### config.mk
export PLATFORM = sky130hd
export DESIGN_NAME = gcode_line_parser_core_flat
export DESIGN_NICKNAME = d
export VERILOG_FILES = /design/src/hw/rtl/gcl_pkg.sv /design/src/hw/rtl/gcl_char_if.sv /design/src/hw/rtl/gcl_result_if.sv /design/src/hw/rtl/gcl_scanner.sv /design/src/hw/rtl/gcl_commit.sv /design/src/hw/rtl/gcode_line_parser_core.sv /design/src/flat_wrapper.sv
export SDC_FILE = /design/constraint.sdc
export NUM_CORES = 1
export LEC_CHECK = 0
export ABC_AREA = 1
export BUFFER_PORTS_ARGS = -buffer_cell sky130_fd_sc_hd__buf_2
export CORE_MARGIN = 2
export CORE_UTILIZATION = 60
export CTS_CLUSTER_DIAMETER = 200
export DETAILED_ROUTE_END_ITERATION = 10
export PLACE_DENSITY_LB_ADDON = 0.15
export SLEW_MARGIN = 20
export SYNTH_ARGS = -nofsm -noshare
export SYNTH_HDL_FRONTEND = slang
export SYNTH_SLANG_ARGS = --single-unit
### constraint.sdc
create_clock -name clk -period 12.3 [get_ports clk]
set_input_delay 1.23 -clock clk [delete_from_list [all_inputs] [get_ports clk]]
set_output_delay 1.23 -clock clk [all_outputs]
set_load 0.05 [all_outputs]
### src/hw/rtl/gcl_pkg.sv
// Shared types and constants for the G-code line parser.
// Used by the scanner, the commit stage, the top level and the testbench.
`default_nettype none

package gcl_pkg;

  // Fraction digits kept for X and Y (thousandths when 3, legal range 0..6)
  localparam int FRAC_DIGITS = 3;
  localparam int FRAC_W = (FRAC_DIGITS > 0) ? $clog2(FRAC_DIGITS + 1) : 1;
  localparam int POW_W = $clog2((10 ** FRAC_DIGITS) + 1);
  localparam int PROD_W = 32 + POW_W;

  // Magnitude accumulator saturates at all ones
  localparam int ACC_W = 34;
  localparam logic [ACC_W-1:0] ACC_CAP = '1;

  localparam logic [32:0] WORD_POS_LIM = 33'h0_7FFF_FFFF;
  localparam logic [32:0] WORD_NEG_LIM = 33'h0_8000_0000;
  localparam logic [7:0] BYTE_LIM = 8'hFF;

  // Characters
  localparam logic [7:0] CH_G = 8'h47;
  localparam logic [7:0] CH_M = 8'h4D;
  localparam logic [7:0] CH_0 = 8'h30;
  localparam logic [7:0] CH_9 = 8'h39;
  localparam logic [7:0] CH_PLUS = 8'h2B;
  localparam logic [7:0] CH_MINUS = 8'h2D;
  localparam logic [7:0] CH_POINT = 8'h2E;
  localparam logic [7:0] CH_SPACE = 8'h20;
  localparam logic [7:0] CH_TAB = 8'h09;
  localparam logic [7:0] CH_CR = 8'h0D;

  // Command letter codes
  localparam logic [1:0] LETTER_NONE = 2'd0;
  localparam logic [1:0] LETTER_G = 2'd1;
  localparam logic [1:0] LETTER_M = 2'd2;

  // Recognized command numbers
  localparam logic [7:0] CMD_G_MOVE = 8'd1;
  localparam logic [7:0] CMD_G_HOME = 8'd28;
  localparam logic [7:0] CMD_M_PEN = 8'd1;
  localparam logic [7:0] CMD_M_LASER = 8'd4;
  localparam logic [7:0] CMD_M_STOP = 8'd10;

  // Which held value a finished number goes to
  typedef enum logic [2:0] {
    CK_CMD,
    CK_X,
    CK_Y,
    CK_DELAY,
    CK_PEN,
    CK_LASER
  } commit_kind_t;

  // One item handed from the scanner to the commit stage
  typedef struct packed {
    logic emit;
    logic do_commit;
    commit_kind_t kind;
    logic [ACC_W-1:0] accum;
    logic neg;
    logic [FRAC_W-1:0] scale;
    logic [1:0] letter;
    logic [7:0] number;
  } req_t;

  typedef logic [FRAC_DIGITS:0][POW_W-1:0] pow_tab_t;

  function automatic pow_tab_t make_pow10_tab();
    pow_tab_t tab;
    int p;
    p = 1;
    for (int k = 0; k <= FRAC_DIGITS; k++) begin
      tab[k] = POW_W'(p);
      p = p * 10;
    end
    return tab;
  endfunction

  localparam pow_tab_t POW10_TAB = make_pow10_tab();

endpackage

`default_nettype wire

### src/hw/rtl/gcl_char_if.sv
// Character channel: valid/ready handshake carrying one line character per item.
// Standalone; no package needed.
`default_nettype none

interface gcl_char_if;
  logic valid;
  logic ready;
  logic [7:0] char_code;
  logic last_char;

  modport source (output valid, output char_code, output last_char, input ready);
  modport sink (input valid, input char_code, input last_char, output ready);
endinterface

`default_nettype wire

### src/hw/rtl/gcl_result_if.sv
// Result channel: valid/ready handshake carrying all held values of one line.
// Standalone; no package needed.
`default_nettype none

interface gcl_result_if;
  logic valid;
  logic ready;
  logic [1:0] command_letter;
  logic [7:0] command_number;
  logic signed [31:0] target_x;
  logic signed [31:0] target_y;
  logic signed [31:0] aux_delay;
  logic [7:0] pen_position;
  logic [7:0] laser_power;
  logic overflow;

  modport source (
    output valid, output command_letter, output command_number,
    output target_x, output target_y, output aux_delay,
    output pen_position, output laser_power, output overflow,
    input ready
  );
  modport sink (
    input valid, input command_letter, input command_number,
    input target_x, input target_y, input aux_delay,
    input pen_position, input laser_power, input overflow,
    output ready
  );
endinterface

`default_nettype wire

### src/hw/rtl/gcl_scanner.sv
// Character scanner: line phase machine, number accumulation, command decode.
// Depends on gcl_pkg and gcl_char_if; emits one request per accepted item.
`default_nettype none

module gcl_scanner (
  input  logic           clk,
  input  logic           rst,
  gcl_char_if.sink       chars,
  input  logic           req_take,
  output logic           req_valid,
  output gcl_pkg::req_t  req
);
  import gcl_pkg::*;

  localparam int SUM_W = ACC_W + 4;

  typedef enum logic [11:0] {
    PH_START      = 12'b0000_0000_0001,
    PH_IGNORE     = 12'b0000_0000_0010,
    PH_CMD        = 12'b0000_0000_0100,
    PH_X          = 12'b0000_0000_1000,
    PH_Y          = 12'b0000_0001_0000,
    PH_DELAY      = 12'b0000_0010_0000,
    PH_PEN        = 12'b0000_0100_0000,
    PH_LASER      = 12'b0000_1000_0000,
    PH_SKIP_X     = 12'b0001_0000_0000,
    PH_SKIP_Y     = 12'b0010_0000_0000,
    PH_SKIP_DELAY = 12'b0100_0000_0000,
    PH_DONE       = 12'b1000_0000_0000
  } phase_t;

  phase_t phase, phase_next;
  logic [ACC_W-1:0] accum, acc_next, acc_f, acc_capped;
  logic neg, neg_next, neg_f;
  logic [FRAC_W-1:0] frac, frac_next, frac_f;
  logic seen, seen_next, seen_f;
  logic begun, begun_next, begun_f;
  logic [1:0] letter, letter_next;
  logic [7:0] number, number_next;
  logic [SUM_W-1:0] acc_add;
  logic [3:0] digit;
  logic is_digit, is_blank, is_sign, is_point;
  logic in_num, decimal, consumed, do_commit, load;
  req_t req_next;

  assign load = chars.valid && chars.ready;
  assign chars.ready = !req_valid || req_take;

  assign digit = 4'(chars.char_code - CH_0);
  assign is_digit = (chars.char_code >= CH_0) && (chars.char_code <= CH_9);
  assign is_blank = (chars.char_code == CH_SPACE) ||
                    ((chars.char_code >= CH_TAB) && (chars.char_code <= CH_CR));
  assign is_sign = (chars.char_code == CH_PLUS) || (chars.char_code == CH_MINUS);
  assign is_point = (chars.char_code == CH_POINT);

  assign in_num = (phase == PH_CMD) || (phase == PH_X) || (phase == PH_Y) ||
                  (phase == PH_DELAY) || (phase == PH_PEN) || (phase == PH_LASER);
  assign decimal = (phase == PH_X) || (phase == PH_Y);

  // accum * 10 + digit, saturating
  assign acc_add = (SUM_W'(accum) << 3) + (SUM_W'(accum) << 1) + SUM_W'(digit);
  assign acc_capped = (|acc_add[SUM_W-1:ACC_W]) ? ACC_CAP : acc_add[ACC_W-1:0];

  // Number feed: values after this character (unchanged if it ends the number)
  always_comb begin
    acc_f = accum;
    neg_f = neg;
    frac_f = frac;
    seen_f = seen;
    begun_f = begun;
    consumed = 1'b0;
    priority if (is_digit) begin
      consumed = 1'b1;
      begun_f = 1'b1;
      if (!seen) begin
        acc_f = acc_capped;
      end else if (frac < FRAC_W'(FRAC_DIGITS)) begin
        acc_f = acc_capped;
        frac_f = frac + 1'b1;
      end
    end else if (!begun && is_blank) begin
      consumed = 1'b1;
    end else if (!begun && is_sign) begin
      consumed = 1'b1;
      begun_f = 1'b1;
      neg_f = (chars.char_code == CH_MINUS);
    end else if (decimal && is_point && !seen) begin
      consumed = 1'b1;
      begun_f = 1'b1;
      seen_f = 1'b1;
    end else begin
      consumed = 1'b0;
    end
  end

  // A number finishes on the character that ends it, or on line end
  assign do_commit = in_num && (!consumed || chars.last_char);

  always_comb begin
    phase_next = phase;
    letter_next = letter;
    number_next = number;
    acc_next = '0;
    neg_next = 1'b0;
    frac_next = '0;
    seen_next = 1'b0;
    begun_next = 1'b0;

    unique case (phase)
      PH_START: begin
        if (chars.char_code == CH_G) begin
          letter_next = LETTER_G;
          phase_next = PH_CMD;
        end else if (chars.char_code == CH_M) begin
          letter_next = LETTER_M;
          phase_next = PH_CMD;
        end else begin
          phase_next = PH_IGNORE;
        end
      end
      PH_CMD, PH_X, PH_Y, PH_DELAY, PH_PEN, PH_LASER: begin
        if (do_commit) begin
          unique case (phase)
            PH_CMD: begin
              phase_next = PH_DONE;
              // negative values clamp to zero, so only a positive exact match counts
              if (letter == LETTER_G) begin
                if (!neg_f && acc_f == ACC_W'(CMD_G_MOVE)) begin
                  number_next = CMD_G_MOVE;
                  phase_next = PH_SKIP_X;
                end else if (!neg_f && acc_f == ACC_W'(CMD_G_HOME)) begin
                  number_next = CMD_G_HOME;
                end
              end else if (letter == LETTER_M) begin
                if (!neg_f && acc_f == ACC_W'(CMD_M_PEN)) begin
                  number_next = CMD_M_PEN;
                  phase_next = PH_PEN;
                end else if (!neg_f && acc_f == ACC_W'(CMD_M_LASER)) begin
                  number_next = CMD_M_LASER;
                  phase_next = PH_LASER;
                end else if (!neg_f && acc_f == ACC_W'(CMD_M_STOP)) begin
                  number_next = CMD_M_STOP;
                end
              end
            end
            PH_X: phase_next = PH_SKIP_Y;
            PH_Y: phase_next = PH_SKIP_DELAY;
            default: phase_next = PH_DONE;
          endcase
        end else begin
          acc_next = acc_f;
          neg_next = neg_f;
          frac_next = frac_f;
          seen_next = seen_f;
          begun_next = begun_f;
        end
      end
      PH_SKIP_X: phase_next = PH_X;
      PH_SKIP_Y: phase_next = PH_Y;
      PH_SKIP_DELAY: phase_next = PH_DELAY;
      PH_IGNORE, PH_DONE: phase_next = phase;
      default: phase_next = PH_START;
    endcase

    if (chars.last_char) begin
      phase_next = PH_START;
      acc_next = '0;
      neg_next = 1'b0;
      frac_next = '0;
      seen_next = 1'b0;
      begun_next = 1'b0;
    end
  end

  always_comb begin
    req_next.emit = chars.last_char;
    req_next.do_commit = do_commit;
    req_next.accum = acc_f;
    req_next.neg = neg_f;
    req_next.scale = decimal ? (FRAC_W'(FRAC_DIGITS) - frac_f) : '0;
    req_next.letter = letter_next;
    req_next.number = number_next;
    unique case (phase)
      PH_X: req_next.kind = CK_X;
      PH_Y: req_next.kind = CK_Y;
      PH_DELAY: req_next.kind = CK_DELAY;
      PH_PEN: req_next.kind = CK_PEN;
      PH_LASER: req_next.kind = CK_LASER;
      default: req_next.kind = CK_CMD;
    endcase
  end

  always_ff @(posedge clk) begin
    if (rst) begin
      phase <= PH_START;
      accum <= '0;
      neg <= 1'b0;
      frac <= '0;
      seen <= 1'b0;
      begun <= 1'b0;
      letter <= LETTER_NONE;
      number <= '0;
      req_valid <= 1'b0;
    end else if (load) begin
      phase <= phase_next;
      accum <= acc_next;
      neg <= neg_next;
      frac <= frac_next;
      seen <= seen_next;
      begun <= begun_next;
      letter <= letter_next;
      number <= number_next;
      req_valid <= 1'b1;
    end else if (req_take) begin
      req_valid <= 1'b0;
    end
  end

  always_ff @(posedge clk) begin
    if (load) begin
      req <= req_next;
    end
  end

endmodule

`default_nettype wire

### src/hw/rtl/gcl_commit.sv
// Commit stage: scales and clamps finished numbers, keeps held values,
// and drives the result register. Depends on gcl_pkg and gcl_result_if.
`default_nettype none

module gcl_commit (
  input  logic           clk,
  input  logic           rst,
  input  logic           req_valid,
  input  gcl_pkg::req_t  req,
  output logic           req_take,
  gcl_result_if.source   results
);
  import gcl_pkg::*;

  logic signed [31:0] held_x, held_y, held_delay;
  logic signed [31:0] x_next, y_next, delay_next;
  logic [7:0] held_pen, held_laser, pen_next, laser_next;
  logic line_ovf;
  logic [PROD_W-1:0] prod;
  logic mag_hi, word_sat, byte_sat, is_word, sat;
  logic [31:0] word_val;
  logic [7:0] byte_val;

  // Items without a result drain even while the result register is stalled
  assign req_take = req_valid && (!req.emit || !results.valid || results.ready);

  assign mag_hi = |req.accum[ACC_W-1:32];
  assign prod = req.accum[31:0] * POW10_TAB[req.scale];

  always_comb begin
    word_sat = mag_hi || (req.neg ? (prod > PROD_W'(WORD_NEG_LIM))
                                  : (prod > PROD_W'(WORD_POS_LIM)));
    if (word_sat) begin
      word_val = req.neg ? 32'h8000_0000 : 32'h7FFF_FFFF;
    end else begin
      word_val = req.neg ? (-prod[31:0]) : prod[31:0];
    end

    // byte fields: any negative nonzero value clamps to zero
    if (req.neg) begin
      byte_sat = mag_hi || (prod != '0);
      byte_val = '0;
    end else begin
      byte_sat = mag_hi || (prod > PROD_W'(BYTE_LIM));
      byte_val = byte_sat ? BYTE_LIM : prod[7:0];
    end

    is_word = (req.kind == CK_X) || (req.kind == CK_Y) || (req.kind == CK_DELAY);
    sat = req.do_commit && (is_word ? word_sat : byte_sat);

    x_next = held_x;
    y_next = held_y;
    delay_next = held_delay;
    pen_next = held_pen;
    laser_next = held_laser;
    if (req.do_commit) begin
      unique case (req.kind)
        CK_X: x_next = word_val;
        CK_Y: y_next = word_val;
        CK_DELAY: delay_next = word_val;
        CK_PEN: pen_next = byte_val;
        CK_LASER: laser_next = byte_val;
        default: x_next = held_x;
      endcase
    end
  end

  always_ff @(posedge clk) begin
    if (rst) begin
      held_x <= '0;
      held_y <= '0;
      held_delay <= '0;
      held_pen <= '0;
      held_laser <= '0;
      line_ovf <= 1'b0;
      results.valid <= 1'b0;
    end else begin
      if (req_take) begin
        held_x <= x_next;
        held_y <= y_next;
        held_delay <= delay_next;
        held_pen <= pen_next;
        held_laser <= laser_next;
        line_ovf <= req.emit ? 1'b0 : (line_ovf || sat);
      end
      if (req_take && req.emit) begin
        results.valid <= 1'b1;
      end else if (results.ready) begin
        results.valid <= 1'b0;
      end
    end
  end

  always_ff @(posedge clk) begin
    if (req_take && req.emit) begin
      results.command_letter <= req.letter;
      results.command_number <= req.number;
      results.target_x <= x_next;
      results.target_y <= y_next;
      results.aux_delay <= delay_next;
      results.pen_position <= pen_next;
      results.laser_power <= laser_next;
      results.overflow <= line_ovf || sat;
    end
  end

endmodule

`default_nettype wire

### src/hw/rtl/gcode_line_parser_core.sv
// G-code line parser top level: scanner stage, then commit stage with result register.
// Throughput: one character item per cycle while the result register is not stalled; the result for a line
// passes through the scanner request register, then the result register.
// The number accumulator (multiply by ten and add) closes the per-character loop.
// Reset (synchronous, rst high): line start, all held values and flags cleared.
`default_nettype none

module gcode_line_parser_core (
  input  logic         clk,
  input  logic         rst,
  gcl_char_if.sink     chars,
  gcl_result_if.source results
);
  import gcl_pkg::*;

  logic req_valid;
  logic req_take;
  req_t req;

  gcl_scanner u_scanner (
    .clk       (clk),
    .rst       (rst),
    .chars     (chars),
    .req_take  (req_take),
    .req_valid (req_valid),
    .req       (req)
  );

  gcl_commit u_commit (
    .clk       (clk),
    .rst       (rst),
    .req_valid (req_valid),
    .req       (req),
    .req_take  (req_take),
    .results   (results)
  );

  // A line-ending item must reach the commit stage flagged to emit
  a_last_emits: assert property (@(posedge clk) disable iff (rst)
    chars.valid && chars.ready && chars.last_char |=> req_valid && req.emit)
    else $error("line end did not produce an emit request");

  // An emitting item taken by the commit stage shows up as a result
  a_emit_result: assert property (@(posedge clk) disable iff (rst)
    req_take && req.emit |=> results.valid)
    else $error("emit request taken without a result");

  // Only X and Y carry a fraction scale
  a_scale_decimal: assert property (@(posedge clk) disable iff (rst)
    req_valid && !(req.kind == CK_X || req.kind == CK_Y) |-> req.scale == '0)
    else $error("nonzero scale on an integer field");

endmodule

`default_nettype wire

### src/flat_wrapper.sv
// flat-port wrapper written by rule: the top's interface ports become plain ports
module gcode_line_parser_core_flat import gcl_pkg::*;
  (clk, rst, chars_valid, chars_char_code, chars_last_char, chars_ready, results_valid, results_command_letter, results_command_number, results_target_x, results_target_y, results_aux_delay, results_pen_position, results_laser_power, results_overflow, results_ready);
  gcl_char_if chars_i ();
  gcl_result_if results_i ();
  input  logic clk;
  input  logic rst;
  input wire logic [$bits(chars_i.valid)-1:0] chars_valid;
  input wire logic [$bits(chars_i.char_code)-1:0] chars_char_code;
  input wire logic [$bits(chars_i.last_char)-1:0] chars_last_char;
  output wire logic [$bits(chars_i.ready)-1:0] chars_ready;
  output wire logic [$bits(results_i.valid)-1:0] results_valid;
  output wire logic [$bits(results_i.command_letter)-1:0] results_command_letter;
  output wire logic [$bits(results_i.command_number)-1:0] results_command_number;
  output wire logic [$bits(results_i.target_x)-1:0] results_target_x;
  output wire logic [$bits(results_i.target_y)-1:0] results_target_y;
  output wire logic [$bits(results_i.aux_delay)-1:0] results_aux_delay;
  output wire logic [$bits(results_i.pen_position)-1:0] results_pen_position;
  output wire logic [$bits(results_i.laser_power)-1:0] results_laser_power;
  output wire logic [$bits(results_i.overflow)-1:0] results_overflow;
  input wire logic [$bits(results_i.ready)-1:0] results_ready;
  assign chars_i.valid = chars_valid;
  assign chars_i.char_code = chars_char_code;
  assign chars_i.last_char = chars_last_char;
  assign chars_ready = chars_i.ready;
  assign results_valid = results_i.valid;
  assign results_command_letter = results_i.command_letter;
  assign results_command_number = results_i.command_number;
  assign results_target_x = results_i.target_x;
  assign results_target_y = results_i.target_y;
  assign results_aux_delay = results_i.aux_delay;
  assign results_pen_position = results_i.pen_position;
  assign results_laser_power = results_i.laser_power;
  assign results_overflow = results_i.overflow;
  assign results_i.ready = results_ready;
  gcode_line_parser_core u_core (.clk(clk), .rst(rst), .chars(chars_i), .results(results_i));
endmodule
==> summary.txt, run 1 <==
HP Class: reg2reg
Post-synthesis xor/xnor area fraction: 2.83%
CP peak stage delay: 670 ps
CP max-delay cell: buf_4
Most used DFF post-synth: dfxtp_1
IO Count: 138
Sequential area share after synthesis: 30.4%
Via density: 5.37
Clock network fraction of total power: 30.7%
Hold-fix buffers, CTS: 0
Most common cell after layout, fill and taps aside: nand2_1
Global placer's final weighted congestion: 0.963
Share of cells above drive strength 1: 13.7%
Mux contribution to synthesized area: 0%
N_diodes: 0
VDD IR max: 0.124 mV
DP Cell Count: 4,362
Final wirelength: 71.8 mm
Clock period minus worst slack: 8530 ps
Number of synthesized flops with an enable pin: 175
Die H: 223 um
Routed Antenna Nets: 0
Synth Cell Area: 28,900 sq um
Min-delay src: u_core.u_scanner.req[8]$_DFFE_PP_
Final Hold Violating Endpoints: 0
Syn_nets: 4,094
Seq cells post-synth: 351
Sequential power share: 35.8%
Layout area overhead: 8.14%
HPWL Detailed: 54.6 mm
CP Class: reg2reg
Final #Nets: 4,172
Setup violations, final: 0
Mapped Cells: 3,710
Adder-cell share of the synthesized area: 21.0%
Final slew viol count: 0
Slew HR: 34.2%
Die Wd: 223 um
Most frequent cells in the layout: nand2_1 (796), inv_1 (655), nor2_1 (278), a21oi_1 (241), o21ai_0 (206)
Core Footprint: 47,600 sq um
Total GRT Usage: 29.3%
Synth Area in Compound Gates: 10.8%
Max cap viols: 0
Final Skew: 28.9 ps
Initial antenna violation count: 0
Final period util: 69.3%
Int Power: 0.00231 W
Total grt overflow: 0
Number of global-route vias before repair: 22,800
Port Buffers: 137
Num CTS Buffers: 38
Crit Reg-Reg Endpoint: u_core.u_commit.results.target_y[10]$_DFFE_PP_
WL per Instance: 16.2 um
Yosys cell types: 60
Worst r2r path cells: 31
P_sw: 0.00137 W
Register-to-Register Setup Slack: 3770 ps
DR DRC count: 0
Largest family of logic cells by synthesized area: simple AND/OR/NAND/NOR gates
Met3 GRT Util: 3.87%
Root Buffer: clkbuf_16
Clk buf depth: 3
RR Startpoint: u_core.u_scanner.req[10]$_SDFFCE_PP0P_
Syn Area/Cell: 7.78 sq um
Most used cell, CP: inv_1
CTS tree: yes
RSZ-0062 raised after global routing: no
CP Max Fanout: 58
Data required, critical path: 12,620 ps
Hold path depth: 0
Pwr dens: 118 nW/um^2
Drt first pass iters: 5
Filler Cell Count: 4,224
Synthesis Warnings: 0
Leak: 16.1 nW
GR Util met1: 40.7%
GR peak layer: met2
Actual slew at the worst max-slew pin: 985 ps
Clk slew on worst S/H paths: 60 ps
GR Util met2: 48.0%
CP endpoint kind: flip-flop
Max Clock Freq: 0.117 GHz
Vias: 23,800
Clock sinks: 351
First-pass GRT wire length: 116 mm
Initial DRC count: 1,763
Rows: 80
Combinational power share: 33.4%
Sw Share: 37.2%
Hold endpoint: u_core.u_commit.results.command_letter[0]$_DFFE_PP_
CP startpoint kind: flip-flop
Worst skew pair latency: 580 ps
Outcome: completed
Post-cts sizing count: 0
H-Tree Depth: 2
Setup_tns: 0 ps
Final Non-Filler Cells: 4,431
Starting Density: 60.6%
Ys async rst share: 0%
Largest net degree at the start of global routing: 101
Worst path arrival time: 8840 ps
Post-synthesis simple-gate area fraction: 24.3%
# Post-CTS Setup Buffers: 0
Die ar.: 49,900 sq um
[cells by family (layout without fill, tap and decap cells)]
logic type | Yosys count | after routing
adders and majority gates | 371 | 371
buffers and inverters | 790 | 896
AOI/OAI and AO/OA | 554 | 554
and+or+nand+nor | 1554 | 1554
DFF | 351 | 351
xor gates and xnor gates | 90 | 90
[power groups by stage]
stage | sequential, W | clock [W] | combinational, W
floorplan | 0.00138 | 0 | 0.000898
global placement | 0.00134 | 0 | 0.00121
detailed placement | 0.00134 | 0 | 0.00122
CTS | 0.00132 | 0.00114 | 0.00123
global route | 0.00132 | 0.00119 | 0.00138
finish | 0.00132 | 0.00113 | 0.00123
[per-layer routing]
metal,part of all wire (%),routed length [um],vias to the layer above
li1,-,-,11900
met1,45,32100,11100
met2,46,33400,660
met3,5.8,4190,133
met4,2.9,2050,0
met5,0,0,-
[metrics by stage]
step	util [%]	setup WS, ps	power, W	instance area, sq um	hold WS, ps
after floorplan	-	5390	0.00228	28900	400
after global placement	62.9	3990	0.00255	30000	403
after detailed placement	62.9	3940	0.00256	30000	407
after CTS	65.5	3850	0.00368	31200	417
after global routing	65.5	3160	0.00389	31200	425
final	65.5	3770	0.00368	31200	416
[synthesized netlist by cell type, types with 4 or more instances]
master      n  share of area [%]
nand3_1   156                2.7
xor2_1     57                1.7
nand3_2    36                1.2
clkinv_1    5              0.065
buf_2       7               0.12
or2_2     135                2.9
clkbuf_1   90                1.2
dfxtp_1   176                 12
nor2_1    283                3.7
nand2_2    44               0.95
nand3b_1    4               0.10
o21bai_1    9               0.23
nor4_1      4              0.087
a21oi_2    33                1.0
o21a_1      4               0.10
inv_2       7              0.091
edfxtp_1  175                 18
buf_1      10               0.13
nor2_4      5               0.20
nand2_1   796                 10
o21ai_2     6               0.18
a31oi_1     8               0.17
buf_4       4               0.10
nand4_1    29               0.63
nand2_4    11               0.43
xnor2_1    29               0.88
nor2_2      8               0.17
a21oi_1   242                4.2
fa_1      191                 13
inv_1     658                8.6
ha_1      180                7.8
a21o_1      5               0.13
nor3_1     36               0.62
o21ai_0   206                3.6
o21ai_1    14               0.24
buf_6       7               0.27
[layout make-up]
cell class                 instances  area, sq um  area share, %
sequential                       351         8780           28.1
clock inverter                    14          188          0.601
tap                              615          769           2.46
multi-input combinational       2569        17100           54.7
inverter                         671         2520           8.08
clock buffer                      54         1050           3.37
timing repair buffer             157          836           2.68
[worst max-delay path, delay by kind of cell (launching register included)]
kind / cells / cell delay (ps)
fa+ha+maj: 5 / 2510
xor+xnor: 3 / 700
simple gates: 8 / 1870
flops: 1 / 320
compound gates: 5 / 850
buf+inv: 10 / 1950
[worst max-delay path by stage]
stage,start,to,slack [ps],cells past startpoint
2_1_floorplan,u_core.u_scanner.req[10]$_SDFFCE_PP0P_,u_core.u_commit.results.target_y[11]$_DFFE_PP_,5390,34
5_1_grt,u_core.u_scanner.req[10]$_SDFFCE_PP0P_,u_core.u_commit.results.target_x[11]$_DFFE_PP_,3160,32
3_5_place_dp,u_core.u_scanner.req[10]$_SDFFCE_PP0P_,u_core.u_commit.results.target_y[21]$_DFFE_PP_,3940,34
4_1_cts,u_core.u_scanner.req[10]$_SDFFCE_PP0P_,u_core.u_commit.results.target_y[10]$_DFFE_PP_,3850,31
6_report,u_core.u_scanner.req[10]$_SDFFCE_PP0P_,u_core.u_commit.results.target_y[10]$_DFFE_PP_,3770,31
3_3_place_gp,u_core.u_scanner.req[11]$_SDFFCE_PP0P_,u_core.u_commit.results.target_x[25]$_DFFE_PP_,3990,29
[state kept, by name, indices dropped and copies added (netlist names), 2 cells and up]
register,count
u_core.u_commit.results.aux_delay,32
u_core.u_commit.held_y,32
u_core.u_commit.results.target_y,32
u_core.u_commit.held_x,32
u_core.u_commit.results.command_letter,2
u_core.u_commit.results.pen_position,8
u_core.u_commit.results.command_number,8
u_core.u_commit.held_pen,8
u_core.u_scanner.letter,2
u_core.u_scanner.req,52
u_core.u_scanner.phase,12
u_core.u_scanner.accum,34
u_core.u_commit.results.target_x,32
u_core.u_commit.results.laser_power,8
u_core.u_scanner.number,8
u_core.u_commit.held_delay,32
u_core.u_scanner.frac,2
u_core.u_commit.held_laser,8
Power figures use the tool's default switching activity.
==> run 2: changes to the inputs <==
Settings changed: ABC_AREA 1 to 0.
Clock period 12.3 ns to 8.2 ns, I/O delays scaled along.
==> run 2 against run 1 <==
First-iteration DRC count is 8.2% higher. Via count is 3.9% lower. Wire length is 4.9% higher. Combinational power is 18% higher. Register-to-register slack worse by 3400 ps. Largest cell class unchanged. Non-clock buffer count is 46 higher. Highest routed layer unchanged. Total power is 39% higher. Clock skew is 18 ps lower. Count of clock-buffer cells in the layout is 9 lower. Area after synthesis is 5.3% lower. Critical path depth is 6 lower. Sequential power is 45% higher.
==> summary.txt, run 2 <==
Outcome: completed
Pwr dens: 170 nW/um^2
Synth Area in Compound Gates: 18.1%
Data required, critical path: 8480 ps
Drt first pass iters: 6
Final slew viol count: 0
Mux contribution to synthesized area: 0.595%
Ys async rst share: 0%
Post-synth top cells: nand2_1 (349), nor2_1 (276), inv_1 (261), a21oi_1 (195), fa_1 (191)
# Post-CTS Setup Buffers: 0
Cell taking the most area after synthesis: edfxtp_1
Synth Cell Area: 27,300 sq um
Final Non-Filler Cells: 3,748
Sequential area share after synthesis: 32.1%
Total GRT Usage: 32.1%
Largest registers: u_core.u_scanner.req x52, u_core.u_scanner.accum x34
Worst path arrival time: 8140 ps
DP Cell Count: 3,678
Layout area overhead: 9.89%
Final period util: 95.8%
Port Buffers: 137
Post-synth top area share: 19.2%
Final wirelength: 75.3 mm
Clock sinks: 351
Number of synthesized flops with an enable pin: 175
Final WS setup: 342 ps
Clk slew on worst S/H paths: 70 ps
CP Max Fanout: 55
Global placer's final weighted congestion: 0.934
HPWL Detailed: 56.4 mm
Clk buf depth: 3
Setup_tns: 0 ps
CP endpoint kind: flip-flop
Buffers & Inverters on Critical Path: 6
Register name with the most flops: u_core.u_scanner.req
Worst r2r path cells: 25
CTS tree: yes
Register-to-Register Setup Slack: 340 ps
Final Skew: 10.5 ps
Final #Nets: 3,502
Num CTS Buffers: 38
Most used cell, CP: fa_1
CP peak stage delay: 560 ps
Largest register FFs: 52
Actual slew at the worst max-slew pin: 1030 ps
WL per Instance: 20.1 um
CP max-delay cell: fa_1
Core Footprint: 45,200 sq um
Vias: 22,900
Post-cts sizing count: 0
Crit path capture: u_core.u_commit.results.aux_delay[1]$_DFFE_PP_
Most common cell after layout, fill and taps aside: nand2_1
VDD IR max: 0.285 mV
Die Wd: 217 um
Syn Area/Cell: 9.00 sq um
CP top delay family: adder cells
Post-synthesis simple-gate area fraction: 17.9%
Worst skew pair latency: 560 ps
Total grt overflow: 0
Design Area, Final: 30,000 sq um
H-Tree Depth: 2
Seq cells post-synth: 351
Largest net degree at the start of global routing: 87
Cell with the most instances after synthesis: nand2_1
Syn_nets: 3,423
Starting Density: 60.5%
Synthesis Warnings: 0
HP Class: reg2reg
Via density: 6.10
Critical Path Source: u_core.u_scanner.req[10]$_SDFFCE_PP0P_
Leak: 13.2 nW
DR DRC count: 0
Post-synthesis xor/xnor area fraction: 2.65%
CP Class: reg2reg
Slew HR: 31.6%
Most used DFF post-synth: dfxtp_1
Max Clock Freq: 0.127 GHz
Initial antenna violation count: 0
Setup violations, final: 0
Largest family of logic cells by synthesized area: adder cells
Pre-CTS setup slack: 184 ps
Most frequent cells in the layout: nand2_1 (348), nor2_1 (264), inv_1 (261), a21oi_1 (195), fa_1 (191)
Area after DPL: 28,700 sq um
Clock period minus worst slack: 7860 ps
Yosys cell types: 97
Max cap viols: 0
IO Count: 138
Crit Reg-Reg Endpoint: u_core.u_commit.results.aux_delay[1]$_DFFE_PP_
Die ar.: 47,300 sq um
Crit. path cell count: 25
First-pass GRT wire length: 121 mm
Routed Antenna Nets: 0
Synth area leaders: edfxtp_1 (19%), fa_1 (14%), dfxtp_1 (13%), ha_1 (8.2%), nand2_1 (4.8%)
Share of cells above drive strength 1: 11.2%
Hold-fix buffers, CTS: 0
Adder-cell share of the synthesized area: 22.5%
Root Buffer: clkbuf_16
Filler Cell Count: 3,718
Mapped Cells: 3,039
RSZ-0062 raised after global routing: yes
Die H: 217 um
Final Hold Violating Endpoints: 0
CP startpoint kind: flip-flop
RR Startpoint: u_core.u_scanner.req[10]$_SDFFCE_PP0P_
N_diodes: 0
Initial DRC count: 1,907
Rows: 78
Number of global-route vias before repair: 23,000
## run 2: layer usage
metal / track usage, % / share of wire, %
met1: 44.2 / 43
met2: 52.9 / 48
met3: 4.27 / 6.3
met4: 10.0 / 2.8
met5: 0 / 0
## run 2: cells by family after synthesis
group / count (synthesis)
XOR/XNOR: 82
flip-flops: 351
multiplexers: 16
adder cells (fa/ha/maj): 379
buffers and inverters: 426
AND/OR/NAND/NOR: 1021
AO/OA/AOI/OAI: 764
## run 2: worst min path at each step
stage / cells after the start / end / slack [ps] / from
2_1_floorplan: 0 / u_core.u_commit.results.command_letter[0]$_DFFE_PP_ / 400 / u_core.u_scanner.req[8]$_DFFE_PP_
3_3_place_gp: 0 / u_core.u_commit.results.command_number[5]$_DFFE_PP_ / 410 / u_core.u_scanner.req[5]$_DFFE_PP_
3_5_place_dp: 0 / u_core.u_commit.results.command_number[1]$_DFFE_PP_ / 410 / u_core.u_scanner.req[1]$_DFFE_PP_
4_1_cts: 0 / u_core.u_commit.results.command_number[2]$_DFFE_PP_ / 430 / u_core.u_scanner.req[2]$_DFFE_PP_
5_1_grt: 0 / u_core.u_commit.results.command_number[6]$_DFFE_PP_ / 430 / u_core.u_scanner.req[6]$_DFFE_PP_
6_report: 0 / u_core.u_commit.results.command_number[2]$_DFFE_PP_ / 430 / u_core.u_scanner.req[2]$_DFFE_PP_
## run 2: cell type report
cell class | instances | area, sq um | share of cell area, %
Timing Repair Buffer | 203 | 1220 | 4.05
Tap cell | 600 | 751 | 2.50
Multi-Input combinational cell | 2262 | 17000 | 56.7
Clock inverter | 25 | 255 | 0.849
Inverter | 262 | 983 | 3.27
Sequential cell | 351 | 8780 | 29.2
Clock buffer | 45 | 1030 | 3.42
## run 2: stage by stage
step	total power, W	utilization, %	hold slack [ps]
4_1_cts	0.00509	66.3	431
6_report	0.00511	66.5	432
3_3_place_gp	0.00334	63.5	405
5_1_grt	0.00534	66.5	427
3_5_place_dp	0.00336	63.5	409
2_1_floorplan	0.00291	-	400
## run 2: worst register-to-register path, cell delays in order (launching register included)
cell and delay [ps]:
edfxtp_1 450, buf_12 260, nand2_1 180, or2_2 300
fa_1 490, inv_1 60, fa_1 520, fa_1 440
fa_1 560, inv_1 60, fa_1 530, inv_1 40
ha_1 380, a21o_1 210, a21oi_1 230, nand2_1 170
o41ai_4 550, xor2_2 260, o211ai_1 230, a2111oi_4 410
a31oi_1 150, nand2b_4 200, buf_4 230, o31ai_1 350
buf_4 240, o21ai_0 90
## run 2: where the power goes
| group | total [W] | internal [W] | leakage, nW | switching, W |
|---|---|---|---|---|
| Combinational | 0.00145 | 0.000518 | 9.38 | 0.000937 |
| Clock | 0.00175 | 0.00101 | 0.630 | 0.000744 |
| Sequential | 0.00191 | 0.00187 | 3.15 | 0.0000362 |
| Total | 0.00511 | 0.00340 | 13.2 | 0.00172 |
==> run 3: changes to the inputs <==
Settings changed: ABC_AREA 0 to 1, CELL_PAD_IN_SITES_DETAIL_PLACEMENT set to 1, CELL_PAD_IN_SITES_GLOBAL_PLACEMENT set to 2, CORE_UTILIZATION 60 to 38.
==> run 3 against run 2 <==
Hold slack worse by 14 ps. Clock power rose by 4%. Global-route usage down 9.7 points. Count of clock-buffer cells in the layout grew 11. Worst setup slack better by 240 ps. Non-clock buffer count shrank 33. Total power is 12% higher. Register-to-register slack better by 240 ps. First-iteration DRC count down 50%. Die area increased by 65%. Critical endpoint is now u_core.u_commit.held_x[30]$_SDFFE_PP0P_. Largest power group unchanged. Highest routed layer unchanged.
==> summary.txt, run 3 (same netlist as run 1, synthesis figures left out) <==
DR DRC count: 0
Leak: 16.2 nW
Max cap viols: 0
Rows: 101
Most common cell after layout, fill and taps aside: nand2_1
Pwr dens: 180 nW/um^2
Buffers & Inverters on Critical Path: 8
Metal1 wirelength: 40.7 mm
WL per Instance: 18.1 um
CP peak stage delay: 560 ps
Initial DRC count: 945
Total grt overflow: 0
Worst path arrival time: 8130 ps
DP Cell Count: 4,739
Final period util: 93.0%
Most used cell, CP: inv_1
Data required, critical path: 8710 ps
Core Footprint: 75,600 sq um
Initial antenna violation count: 0
CP top delay family: adder cells
Setup_tns: 0 ps
Slew HR: 29.8%
Starting Density: 38.2%
N_diodes: 0
# Post-CTS Setup Buffers: 0
Final slew viol count: 0
Outcome: completed
Root Buffer: clkbuf_16
Global placer's final weighted congestion: 0.910
H-Tree Depth: 2
Largest net degree at the start of global routing: 115
Clk buf depth: 3
Drt first pass iters: 5
Final wirelength: 87.2 mm
HPWL Detailed: 69.3 mm
Clk slew on worst S/H paths: 60 ps
Final Non-Filler Cells: 4,817
CP Class: reg2reg
Share of cells above drive strength 1: 14.1%
Vias: 24,100
Die ar.: 78,200 sq um
Metal2 WL: 41.9 mm
CTS tree: yes
Final Hold Violating Endpoints: 0
Routed Antenna Nets: 0
Via density: 5.01
First-pass GRT wire length: 141 mm
Total GRT Usage: 22.5%
CP Max Fanout: 20
Worst skew pair latency: 570 ps
Final #Nets: 4,189
CP max-delay cell: fa_1
Number of global-route vias before repair: 26,100
Port Buffers: 137
Die H: 280 um
VDD IR max: 0.119 mV
Hold_ws: 417 ps
Largest registers: u_core.u_scanner.req x52, u_core.u_scanner.accum x34
HP Class: reg2reg
RSZ-0062 raised after global routing: no
CP endpoint kind: flip-flop
Largest register FFs: 52
Max Clock Freq: 0.131 GHz
Most frequent cells in the layout: nand2_1 (796), inv_1 (655), nor2_1 (279), a21oi_1 (241), o21ai_0 (206)
Num CTS Buffers: 42
Final Skew: 24.2 ps
Top layer in use: met4
Layout area overhead: 10.5%
Post-cts sizing count: 0
Clock period minus worst slack: 7620 ps
Register name with the most flops: u_core.u_scanner.req
Clock sinks: 351
Setup violations, final: 0
Met3 wire len: 2.78 mm
Die Wd: 280 um
Actual slew at the worst max-slew pin: 1050 ps
IO Count: 138
CP startpoint kind: flip-flop
Filler Cell Count: 9,322
Hold-fix buffers, CTS: 0
-- run 3: layer usage --
metal	vias to the layer above	track usage, %
met5	-	0
met1	11900	29.7
met3	101	3.09
li1	11900	-
met2	269	38.9
met4	0	5.07
-- run 3: report_power, final --
part | internal, W | switching [W] | leakage (nW)
Sequential | 0.00193 | 0.0000509 | 3.12
Combinational | 0.000608 | 0.00133 | 12.4
Clock | 0.00103 | 0.000786 | 0.645
Total | 0.00357 | 0.00217 | 16.2
-- run 3: path summary, 6_finish.rpt --
path | startpoint | to | slack, ps | cells past startpoint
max | u_core.u_scanner.req[11]$_SDFFCE_PP0P_ | u_core.u_commit.held_x[30]$_SDFFE_PP0P_ | 580 | 31
min | u_core.u_scanner.req[4]$_DFFE_PP_ | u_core.u_commit.results.command_number[4]$_DFFE_PP_ | 420 | 0
min reg2reg | u_core.u_scanner.req[4]$_DFFE_PP_ | u_core.u_commit.results.command_number[4]$_DFFE_PP_ | 420 | 0
max reg2reg | u_core.u_scanner.req[11]$_SDFFCE_PP0P_ | u_core.u_commit.held_x[30]$_SDFFE_PP0P_ | 580 | 31
-- run 3: metrics by stage --
| step | util [%] | worst slack [ps] | cell area, sq um | total power, W |
|---|---|---|---|---|
| 5_1_grt | 42.2 | 77.6 | 31900 | 0.00612 |
| 2_1_floorplan | - | 1290 | 28900 | 0.00341 |
| 4_1_cts | 42.2 | 513 | 31900 | 0.00582 |
| 6_report | 42.2 | 578 | 31900 | 0.00574 |
| 3_5_place_dp | 40.4 | 549 | 30600 | 0.00398 |
| 3_3_place_gp | 40.4 | 686 | 30600 | 0.00394 |
-- run 3: area by class of cell --
class	instances	area, sq um	share of cell area [%]
Sequential cell	351	8780	27.5
Multi-Input combinational cell	2569	17100	53.5
Clock buffer	56	1110	3.49
Tap cell	978	1220	3.83
Inverter	671	2520	7.91
Timing Repair Buffer	170	978	3.07
Clock inverter	22	223	0.698
